--- config.mk ---
export PLATFORM = sky130hd
export DESIGN_NAME = apd_ctrl
export DESIGN_NICKNAME = d
export VERILOG_FILES = /design/src/hw/rtl/apd_pkg.sv /design/src/hw/rtl/apd_ctrl.sv
export SDC_FILE = /design/constraint.sdc
export NUM_CORES = 1
export LEC_CHECK = 0
export BUFFER_PORTS_ARGS = -buffer_cell sky130_fd_sc_hd__buf_4
export CAP_MARGIN = 10
export CORE_MARGIN = 2
export CORE_UTILIZATION = 45
export CTS_CLUSTER_DIAMETER = 50
export DETAILED_ROUTE_END_ITERATION = 10
export PLACE_DENSITY = 0.79
export SYNTH_ARGS = -nofsm -noshare
export SYNTH_HDL_FRONTEND = slang
export SYNTH_SLANG_ARGS = --single-unit
--- constraint.sdc ---
create_clock -name clk -period 2.15 [get_ports clk]
set_input_delay 0.215 -clock clk [delete_from_list [all_inputs] [get_ports clk]]
set_output_delay 0.215 -clock clk [all_outputs]
set_load 0.03 [all_outputs]
--- src/hw/rtl/apd_pkg.sv ---
// Shared types, constants and codes of the accelerometer peak detector.
package apd_pkg;

    localparam int MAG_W      = 24;
    localparam int SQ_W       = 32;
    localparam int PROD_W     = 48;
    localparam int WS_W       = 32;
    localparam int THR_W      = 28;
    localparam int WCNT_W     = 8;
    localparam int PEAK_W     = 10;
    localparam int CFG_IDX_W  = 2;
    localparam int CFG_DATA_W = 16;
    localparam int THR_SHIFT  = 12;

    localparam logic [CFG_IDX_W-1:0] CFG_WINDOW_LENGTH = 2'd0;
    localparam logic [CFG_IDX_W-1:0] CFG_SENSITIVITY   = 2'd1;
    localparam logic [CFG_IDX_W-1:0] CFG_MIN_PEAK_GAP  = 2'd2;

    localparam logic [7:0]  WINDOW_RESET = 8'd20;
    localparam logic [15:0] SENS_RESET   = 16'd3482;
    localparam logic [9:0]  GAP_RESET    = 10'd10;

    typedef struct packed {
        logic signed [15:0] accel_x;
        logic signed [15:0] accel_y;
        logic signed [15:0] accel_z;
        logic               frame_end;
    } sample_t;

    typedef struct packed {
        logic [PEAK_W-1:0] peak_index;
        logic              peak_found;
        logic              peaks_dropped;
        logic              last_result;
    } result_t;

    typedef enum logic [4:0] {
        S_IDLE,
        S_SQ_X,
        S_SQ_Y,
        S_SQ_Z,
        S_SQ_SUM,
        S_MAG_WAIT,
        S_MAG_ACC,
        S_DET_CHECK,
        S_MEAN_WAIT,
        S_MSQ_WAIT,
        S_VAR,
        S_DEV_WAIT,
        S_THR,
        S_INIT_ADDR,
        S_INIT_DATA,
        S_W_NEXT,
        S_W_ADD,
        S_W_SUB,
        S_W_MUL,
        S_W_DEC,
        S_FINAL
    } state_t;

    typedef enum logic [2:0] {
        MUL_NONE,
        MUL_X,
        MUL_Y,
        MUL_Z,
        MUL_MAG,
        MUL_MEAN,
        MUL_SENS,
        MUL_WIN
    } mul_sel_t;

    typedef enum logic [1:0] {
        RD_INIT,
        RD_NEXT,
        RD_ADD,
        RD_SUB
    } rd_sel_t;

    typedef struct packed {
        logic     load;
        mul_sel_t mul_sel;
        logic     sq_load;
        logic     sq_acc;
        logic     sqrt_start;
        logic     sqrt_var;
        logic     mag_store;
        logic     sqsum_acc;
        logic     div_start;
        logic     div_sq;
        logic     mean_cap;
        logic     msq_cap;
        logic     thr_cap;
        rd_sel_t  rd_sel;
        logic     init_acc;
        logic     next_cap;
        logic     add_cap;
        logic     sub_cap;
        logic     dec;
        logic     final_emit;
    } cmd_t;

    typedef struct packed {
        logic frame_end;
        logic cnt_lt_max;
        logic n_lt3;
        logic div_done;
        logic div_busy;
        logic sqrt_done;
        logic sqrt_busy;
        logic init_last;
        logic walk_last;
        logic dec_block;
        logic out_free;
        logic pend_valid;
    } status_t;

endpackage

--- src/hw/rtl/apd_ctrl.sv ---
// Controller state machine: sequences sample loading, statistics and the detection walk.
module apd_ctrl (
    input  logic             clk,
    input  logic             rst_n,
    input  logic             sample_valid,
    output logic             sample_ready,
    input  apd_pkg::status_t st,
    output apd_pkg::cmd_t    cmd
);
    import apd_pkg::*;

    state_t state_reg;
    state_t state_next;

    always_ff @(posedge clk or negedge rst_n)
    begin
        if (!rst_n)
        begin
            state_reg <= S_IDLE;
        end
        else
        begin
            state_reg <= state_next;
        end
    end

    always_comb
    begin
        state_next = state_reg;
        unique case (state_reg)
            S_IDLE:      if (sample_valid) state_next = S_SQ_X;
            S_SQ_X:
            begin
                if (st.cnt_lt_max)     state_next = S_SQ_Y;
                else if (st.frame_end) state_next = S_DET_CHECK;
                else                   state_next = S_IDLE;
            end
            S_SQ_Y:      state_next = S_SQ_Z;
            S_SQ_Z:      state_next = S_SQ_SUM;
            S_SQ_SUM:    state_next = S_MAG_WAIT;
            S_MAG_WAIT:  if (st.sqrt_done) state_next = S_MAG_ACC;
            S_MAG_ACC:   state_next = st.frame_end ? S_DET_CHECK : S_IDLE;
            S_DET_CHECK: state_next = st.n_lt3 ? S_FINAL : S_MEAN_WAIT;
            S_MEAN_WAIT: if (st.div_done) state_next = S_MSQ_WAIT;
            S_MSQ_WAIT:  if (st.div_done) state_next = S_VAR;
            S_VAR:       state_next = S_DEV_WAIT;
            S_DEV_WAIT:  if (st.sqrt_done) state_next = S_THR;
            S_THR:       state_next = S_INIT_ADDR;
            S_INIT_ADDR: state_next = S_INIT_DATA;
            S_INIT_DATA: state_next = st.init_last ? S_W_NEXT : S_INIT_ADDR;
            S_W_NEXT:    state_next = S_W_ADD;
            S_W_ADD:     state_next = S_W_SUB;
            S_W_SUB:     state_next = S_W_MUL;
            S_W_MUL:     state_next = S_W_DEC;
            S_W_DEC:
            begin
                if (!st.dec_block)
                begin
                    state_next = st.walk_last ? S_FINAL : S_W_NEXT;
                end
            end
            S_FINAL:     if (st.out_free) state_next = S_IDLE;
            default:     state_next = S_IDLE;
        endcase
    end

    always_comb
    begin
        cmd          = '0;
        cmd.mul_sel  = MUL_NONE;
        cmd.rd_sel   = RD_INIT;
        sample_ready = 1'b0;
        unique case (state_reg)
            S_IDLE:
            begin
                sample_ready = 1'b1;
                cmd.load     = sample_valid;
            end
            S_SQ_X:      cmd.mul_sel = MUL_X;
            S_SQ_Y:
            begin
                cmd.mul_sel = MUL_Y;
                cmd.sq_load = 1'b1;
            end
            S_SQ_Z:
            begin
                cmd.mul_sel = MUL_Z;
                cmd.sq_acc  = 1'b1;
            end
            S_SQ_SUM:    cmd.sqrt_start = 1'b1;
            S_MAG_WAIT:
            begin
                cmd.mul_sel   = MUL_MAG;
                cmd.mag_store = st.sqrt_done;
            end
            S_MAG_ACC:   cmd.sqsum_acc = 1'b1;
            S_DET_CHECK: cmd.div_start = !st.n_lt3;
            S_MEAN_WAIT:
            begin
                cmd.mean_cap  = st.div_done;
                cmd.div_start = st.div_done;
                cmd.div_sq    = 1'b1;
            end
            S_MSQ_WAIT:
            begin
                cmd.msq_cap = st.div_done;
                cmd.mul_sel = MUL_MEAN;
            end
            S_VAR:
            begin
                cmd.sqrt_start = 1'b1;
                cmd.sqrt_var   = 1'b1;
            end
            S_DEV_WAIT:  cmd.mul_sel = MUL_SENS;
            S_THR:       cmd.thr_cap = 1'b1;
            S_INIT_ADDR: cmd.rd_sel = RD_INIT;
            S_INIT_DATA: cmd.init_acc = 1'b1;
            S_W_NEXT:    cmd.rd_sel = RD_NEXT;
            S_W_ADD:
            begin
                cmd.next_cap = 1'b1;
                cmd.rd_sel   = RD_ADD;
            end
            S_W_SUB:
            begin
                cmd.add_cap = 1'b1;
                cmd.rd_sel  = RD_SUB;
            end
            S_W_MUL:
            begin
                cmd.sub_cap = 1'b1;
                cmd.mul_sel = MUL_WIN;
            end
            S_W_DEC:
            begin
                cmd.mul_sel = MUL_WIN;
                cmd.dec     = !st.dec_block;
            end
            S_FINAL:     cmd.final_emit = st.out_free;
            default: ;
        endcase
    end

endmodule

==> results of run 1 <==
[kinds of logic (layout without fill, tap and decap cells)]
| group | count (synthesis) | after routing | share of synthesized area |
|---|---|---|---|
| flip-flops | 5 | 5 | 0.159 |
| buffers and inverters | 17 | 53 | 0.120 |
| AO/OA/AOI/OAI | 27 | 27 | 0.225 |
| AND/OR/NAND/NOR | 61 | 61 | 0.418 |
| multiplexers | 5 | 5 | 0.0782 |
[area by class of cell]
class / count / area share
clock buffer: 4 / 0.0239
inverter: 4 / 0.0137
multi-input combinational: 93 / 0.519
sequential: 5 / 0.115
tap: 17 / 0.0193
timing repair buffer: 45 / 0.309
[synth_stat cells (all sizes together)]
cell | count | area share
nor4b | 1 | 0.011
or4 | 1 | 0.0096
a211oi | 2 | 0.019
nand2b | 5 | 0.040
a211o | 1 | 0.011
or2 | 1 | 0.0080
nand2 | 10 | 0.048
o211ai | 1 | 0.0096
clkbuf | 6 | 0.029
nor2b | 2 | 0.016
or3 | 1 | 0.0080
and2 | 2 | 0.019
nor4 | 2 | 0.024
nor3 | 7 | 0.051
buf | 7 | 0.072
o32ai | 3 | 0.033
o32a | 2 | 0.026
mux2i | 2 | 0.026
a31oi | 1 | 0.0080
nor2 | 21 | 0.11
a21oi | 10 | 0.069
o22ai | 3 | 0.024
or3b | 2 | 0.022
mux2 | 3 | 0.053
nor3b | 3 | 0.029
o21ai | 4 | 0.026
dfrtp | 5 | 0.16
and3 | 2 | 0.016
nand3 | 1 | 0.0064
inv | 4 | 0.019
[through the flow]
step | instances | area, um^2 | hold WS [ps] | worst slack [ps] | power [W]
6_report | 168 | 1100 | 241 | 122 | 0.00179
5_1_grt | 168 | 1100 | 261 | 10.8 | 0.00193
4_1_cts | 168 | 1100 | 242 | 41.0 | 0.00177
3_5_place_dp | 163 | 1060 | 17.5 | 267 | 0.00166
3_3_place_gp | 163 | 1060 | 14.5 | 297 | 0.00163
2_1_floorplan | 115 | 787 | -80.6 | 139 | 0.00128
[per-layer routing]
metal / vias up / share of wire / GRT usage
met5: - / 0 / 0
met4: 0 / 0 / 0.0229
met3: 0 / 0.10 / 0.0357
met2: 51 / 0.48 / 0.380
met1: 436 / 0.42 / 0.334
li1: 477 / - / -
[placed cells by master, fill, tap and decap left out, drive strengths merged, types with 2 or more instances in the layout]
cell type  count
clkbuf         4
o32a           2
mux2           3
nor4           2
nor3b          3
nor2b          2
nand2b         5
buf           44
nand2         10
and3           2
nor3           7
nor2          21
o22ai          3
dfrtp          5
o21ai          4
and2           2
o32ai          3
a211oi         2
inv            4
a21oi         10
mux2i          2
or3b           2
[worst max-delay path: stages (launching register included)]
cell and delay, ps:
sky130_fd_sc_hd__dfrtp_2 460, sky130_fd_sc_hd__buf_4 170, sky130_fd_sc_hd__buf_4 160, sky130_fd_sc_hd__or4_1 500, sky130_fd_sc_hd__o21ai_0 90, sky130_fd_sc_hd__buf_4 180
[power by group through the flow]
stage / clock [W] / combinational [W] / sequential [W]
final: 0.000108 / 0.00147 / 0.000208
after global routing: 0.000119 / 0.00159 / 0.000218
after CTS: 0.000113 / 0.00146 / 0.000200
after detailed placement: 0 / 0.00145 / 0.000201
after global placement: 0 / 0.00143 / 0.000198
after floorplan: 0 / 0.00111 / 0.000173
[what timing repair did]
action,CTS,global route
resized for setup,0,2
setup endpoints to repair,0,3
endpoints found under the hold margin,5,0
hold buffers,1,0
[how the worst min path moves through the flow]
stage	start	endpoint	slack [ps]	depth (start not counted)
6_report	st[2]	state_reg[4]	240	3
5_1_grt	st[2]	state_reg[4]	260	3
4_1_cts	st[2]	state_reg[4]	240	3
3_5_place_dp	rst_n	state_reg[4]	20	1
3_3_place_gp	rst_n	state_reg[1]	10	1
2_1_floorplan	rst_n	state_reg[0]	-80	0
==> flow_results.org, run 1 <==
** Run status
- The run finished with clean final reports.

** Critical path
- Highest fanout seen on the critical path :: 11
- Length in cells of the worst reg-to-reg path :: 5
- The critical path ends at cmd[12].
- Reg2Reg Setup Slack :: 280 ps
- Worst r2r src :: state_reg[3]
- In this run the worst setup path begins at state_reg[4].
- At the worst endpoint, the arrival time is 1810 ps.
- Req. time, crit path :: 1930 ps
- The worst register-to-register path ends at state_reg[1].
- Classification of the worst setup path :: reg2out
- The worst setup path is launched from a flop.
- STA classifies the critical path endpoint as an output port.

** Job
- MaxCap Viol Count :: 0

** Detailed routing
- Detail Route Antenna Nets :: 0
- Wires add up to 2350 um.
- First-pass iteration count of the detailed router :: 4
- Via/cell ratio :: 5.74
- In the routed design, unresolved DRC markers number 0.
- In the final routed layout, each cell accounts on average for 14.0 um.
- In this run, the number of DRC markers left after iteration 0 of detailed routing was 22.
- Summing over every cut layer, the via total after detailed routing is 964.

** Layout
- Across the whole layout, storage elements account for 126 um^2.
- Largest register FFs :: 5
- After the last flow step, the layout net total stands at 167.
- Counting the fill cells in the layout gives 159.
- In the final layout, the multi-input gates occupy 571 um^2.
- P&R area growth vs syn :: 40.2%
- At the end of the flow the core is filled with cells to 0.651.
- The repair_antennas step left the layout with diodes totalling 0.
- Share of layout cells above drive strength 1 :: 0.384

** Synthesis
- The number of nets in the synthesized netlist is 130.
- The synthesized netlist contains 38 unique library cells.
- After synthesis the cells add up to 785 um^2.
- Warnings from Yosys :: 0
- In this run the mean area of a mapped cell was 6.82 um^2.
- After synthesis the netlist holds a flip-flop and latch count of 5.
- Synthesis produced a netlist whose cell count is 115.
- The share of the Yosys chip area taken by registers is 0.159.

** Global route
- Gr ovfl total :: 0
- The via count of the first global-routing pass is 793.
- For this run, the total global-route usage over all layers was measured as 0.233.
- The number of antenna violations at the first check in global routing came to 0.
- Entering global routing, the biggest net connects 24 pins.
- The first global-routing pass estimated 3610 um of wire.

** Clock tree
- Once the clock tree was built, the setup fixing pass inserted 0 buffers.
- TritonCTS built the clock tree.
- The longest clock path from root to sink contains 2 buffers.
- Post-CTS clock slew at the launch and capture registers of the worst setup and hold paths :: 40 ps
- Clock insertion delay at the later pin of the skew report :: 240 ps
- The root buffer cell chosen for the clock tree is sky130_fd_sc_hd__clkbuf_4.
- CTS saw 5 sinks.
- Inserted Clock Buffers :: 3
- Clock H-tree levels :: 1

** Hold path
- The worst hold path belongs to the class in2reg.

** Power and ir drop
- Peak supply drop :: 0.983 mV
- Switching portion of total power :: 0.542
- Power share of the combinational group :: 0.823
- Power per cell area :: 1630 nW/um^2
- Cell internal power was estimated by the tool at 0.000820 W.
- P_leak :: 0.519 nW
- Clock share of power :: 0.061
- Share of power burned in registers :: 0.116
- In this run the power spent charging and discharging nets is 0.000969 W.

** Timing
- Highest attainable clock frequency :: 493 MHz
- Slew at the pin closest to its max-slew limit :: 323 ps
- The worst pin sits at a relative slew slack of 0.782.
- The final number of max-transition violations came to 0.
- Of the available clock period, the critical path in the final layout requires 0.943.
- Worst clock skew on the final layout :: 1.97 ps
- Hold Vio Cnt, Final :: 0
- Final Setup Violations :: 0
- Setup repair after global routing left no endpoint under its margin.
- Clock period minus worst slack :: 2030 ps
- Setup total negative slack on the finished layout was measured at 0 ps.

** Floorplan
- The die covers 2090 um^2.
- The die is 45.8 um wide.
- The die is 45.8 um tall.
- The initial utilization of the core area, before any placement, comes to 0.464.
- Row generation in the floorplan step produced 15 rows.
- Floorplan core area :: 1690 um^2
- Boundary Pins :: 39

** Placement
- Quantity of I/O buffers inserted on ports :: 35
- Placer Congestion :: 0.889
- The wire-length estimate of the detail-placed layout is 1770 um.
Power figures use the tool's default switching activity.
==> run 2, diff against run 1 <==
--- a/config.mk
+++ b/config.mk
@@ -5,12 +5,14 @@
 export SDC_FILE = /design/constraint.sdc
 export NUM_CORES = 1
 export LEC_CHECK = 0
+export ABC_AREA = 1
 export BUFFER_PORTS_ARGS = -buffer_cell sky130_fd_sc_hd__buf_4
 export CAP_MARGIN = 10
 export CORE_MARGIN = 2
-export CORE_UTILIZATION = 45
+export CORE_UTILIZATION = 46
 export CTS_CLUSTER_DIAMETER = 50
 export DETAILED_ROUTE_END_ITERATION = 10
+export GPL_TIMING_DRIVEN = 0
 export PLACE_DENSITY = 0.79
 export SYNTH_ARGS = -nofsm -noshare
 export SYNTH_HDL_FRONTEND = slang
==> flow_results.org, run 2 <==
** Run status
- The run finished with clean final reports.

** Global route
- Antenna violations before repair :: 0
- Summed over all layers, the global routing overflow is 0.
- The via count of the first global-routing pass was 860.
- The first global-routing pass estimated 3670 um of wire.
- Entering global routing, the biggest net connects 10 pins.
- GRT Total Usage :: 0.226

** Floorplan
- Initial core utilization :: 0.494
- The die covers 2220 um^2.
- During I/O placement, the number of pins put on the boundary was 39.
- Die span in y :: 47.1 um
- The region available for standard cell placement spans 1730 um^2.
- Row generation in the floorplan step produced 15 rows.
- DIE WIDTH :: 47.1 um

** Synthesis
- Leading register cell type out of synthesis :: sky130_fd_sc_hd__dfrtp_1
- Proportion of netlist area held by the largest area contributor :: 0.176
- Post-synth cell types :: 23
- Counting flops with a built-in enable in the synthesized netlist gives 0.
- Sequential-to-total area share from yosys stat :: 0.147
- Summed instance area of the synthesized netlist :: 853 um^2
- Share of flip-flops with an asynchronous set or reset after synthesis :: 1.00
- Biggest area contributors in the synthesized netlist :: sky130_fd_sc_hd__nand2_1 18%, sky130_fd_sc_hd__dfrtp_1 15%, sky130_fd_sc_hd__nor2_1 9.2%, sky130_fd_sc_hd__inv_1 8.4%, sky130_fd_sc_hd__nand3_1 7.0%
- Net count after synthesis :: 161
- Most area-hungry cell type in the Yosys netlist :: sky130_fd_sc_hd__nand2_1
- Warnings from Yosys :: 0
- Synthesized instance count :: 146
- In this run the mean area of a mapped cell was 5.84 um^2.
- Synthesis inferred 5 register bits.
- The commonest cells after synthesis are 40 x sky130_fd_sc_hd__nand2_1, 21 x sky130_fd_sc_hd__nor2_1, 19 x sky130_fd_sc_hd__inv_1.
- Most common cell in the synthesized netlist :: sky130_fd_sc_hd__nand2_1

** Timing
- Crit path setup slack, layout :: 398 ps
- Hold Vio Cnt, Final :: 0
- Final Setup Violations :: 0
- Slew at the pin closest to its max-slew limit :: 231 ps
- The clock period could shrink to 1750 ps.
- Summed over all failing endpoints, the final setup total negative slack is 0 ps.
- The worst pin sits at a relative slew slack of 0.845.
- Setup repair after global routing left no endpoint under its margin.
- Dividing the final minimum period by the clock period gives 0.815.
- Based on the critical path, the design can be clocked at up to 571 MHz.
- Worst clock skew on the final layout :: 0.117 ps
- The final number of max-transition violations is 0.

** Clock tree
- Root cell of the clock tree :: sky130_fd_sc_hd__clkbuf_4
- Clock H-tree levels :: 1
- Clock tree synthesis found a total of 5 sinks.
- Clock latency on the worst-skew pair, taken at its later pin, is 240 ps.
- Buffers inserted during clock tree synthesis total 3.
- Post-CTS clock slew at the launch and capture registers of the worst setup and hold paths :: 40 ps
- TritonCTS built the clock tree.
- No sink is reached through more buffers than the 2 on the longest clock path.

** Job
- Across the run, the number of max-cap violations was 0.

** Power and ir drop
- Across the VDD grid, the largest voltage drop is 0.907 mV.
- Power per cell area :: 1350 nW/um^2
- The analysis attributes to cell leakage a power of 0.767 nW.

** Detailed routing
- Detail Route Antenna Nets :: 0
- First-pass iteration count of the detailed router :: 4
- Via Count :: 1053
- Using the TritonRoute via totals, the vias-per-cell ratio works out to 4.99.
- Final wirelength :: 2320 um
- In the final routed layout, each cell accounts on average for 11.0 um.
- DRC viols :: 0
- For this block, the initial DRC count from the detailed router was 41.

** Critical path
- The slowest stage of the critical path is the sky130_fd_sc_hd__dfrtp_1 cell.
- Endpoint arrival time on the critical path :: 1540 ps
- Traced cell by cell, the critical path runs through buf_6, inv_6, nand3_1, nor2_1, nand2_1, o21ai_0, buf_4.
- Worst r2r src :: state_reg[4]
- STA puts the critical path data required time at 1930 ps.
- The critical path in this run is classified as reg2out.
- Setup crit start :: state_reg[4]
- Along the worst path, the maximum fanout reaches 9.
- The worst setup path is captured at an output port.
- Category of the worst setup path launch point :: flop
- In this design, the stage delay of the slowest critical-path cell is 370 ps.

** Layout
- Sequential cell area :: 125 um^2
- Number of inserted filler cells in the final layout :: 172
- Most common cell after layout, fill and taps aside :: sky130_fd_sc_hd__nand2_1
- 0 antenna diodes ended up in the layout.
- Largest register FFs :: 5
- Net total in the final layout :: 202
- The top cell types in the final layout, fill and taps aside, are 40 x sky130_fd_sc_hd__nand2_1, 36 x sky130_fd_sc_hd__buf_4, 21 x sky130_fd_sc_hd__nor2_1.
- In the final layout, the share of cells above drive strength 1 is 0.392.
- Compared with the post-synthesis result, the final layout area differs by 38.7%.
- Footprint of the multi-input gates :: 582 um^2

** Placement
- Worst setup timing slack at the placement stage :: 666 ps
- Once detailed placement completed, the half-perimeter wirelength came to 1920 um.
- The count of buffers added on input and output ports is 35.
- At the end of routability-driven placement, the weighted congestion stood at 0.930.

** Hold path
- The path class of the tightest hold or removal check is in2reg.
- The startpoint identified for the worst hold timing path is st[2].
==> run 2: changes by cell type in the layout (fill, tap and decap cells not counted), sizes merged, moves of 3 or more <==
| cell | delta |
|---|---|
| mux2 | -3 |
| a21oi | -10 |
| nand2b | -5 |
| nor3 | -4 |
| nor2 | +8 |
| nor3b | -3 |
| buf | -5 |
| o22ai | -3 |
| nand3 | +13 |
| nand2 | +43 |
| inv | +22 |
| nand4 | +5 |
| o32ai | -3 |
==> run 2: final timing paths <==
check / end / slack [ps] / cells after the start
hold reg to reg: state_reg[1] / 620 / 3
min in group asynchronous: state_reg[3] / 330 / 2
setup / recovery: cmd[12] / 400 / 7
setup reg to reg: state_reg[2] / 750 / 10
max in group asynchronous: state_reg[0] / 1710 / 2
hold / removal: state_reg[4] / 310 / 5
==> run 2: final cells by class <==
type	count	area share
Buffer	4	0.0349
Sequential cell	5	0.106
Clock buffer	4	0.0222
Inverter	26	0.0888
Timing Repair Buffer	36	0.230
Tap cell	25	0.0264
Multi-Input combinational cell	111	0.492
==> run 2: cell families (layout without fill, tap and decap cells) <==
logic type,count (synthesis),in the layout,share of synthesized area
buffers and inverters,30,70,0.172
AO/OA/AOI/OAI,5,5,0.0308
AND/OR/NAND/NOR,106,106,0.651
flip-flops,5,5,0.147
==> run 2: per-stage QoR <==
| stage | std cells | hold slack [ps] | instance area [um^2] | util | total power (W) |
|---|---|---|---|---|---|
| after CTS | 211 | 305 | 1180 | 0.686 | 0.00161 |
| after global routing | 211 | 330 | 1180 | 0.686 | 0.00174 |
| after floorplan | 146 | -80.6 | 853 | - | 0.00115 |
| after global placement | 206 | 16.1 | 1150 | 0.664 | 0.00147 |
| after detailed placement | 206 | 18.3 | 1150 | 0.664 | 0.00149 |
| final | 211 | 306 | 1180 | 0.686 | 0.00160 |
==> run 2: timing repair <==
item                                    4_1_cts  5_1_grt
gates resized for setup                       0        0
endpoints found under the hold margin         5        0
setup buffers                                 0        0
endpoints found under the setup margin        0        0
hold buffers                                  1        0
==> run 2: critical path: cells and delay by family, from the launching register on <==
family / cells / cell delay (ps)
buffers and inverters: 3 / 430
and+or+nand+nor: 3 / 410
DFF: 1 / 370
AOI/OAI and AO/OA: 1 / 80
==> run 2: per-layer routing <==
metal	wire, um	global-route usage	up-vias
met3	200	0.0462	0
met4	0	0.0278	0
met5	0	0	-
met1	1050	0.315	466
met2	1070	0.370	54
li1	-	-	533
==> run 2: power by group <==
group          leakage (nW)  internal (W)  total, W  switching, W
Sequential           0.0643      0.000138  0.000167     0.0000295
Combinational         0.688      0.000444   0.00132      0.000880
Clock                0.0150     0.0000704  0.000112     0.0000414
Total                 0.767      0.000652   0.00160      0.000951
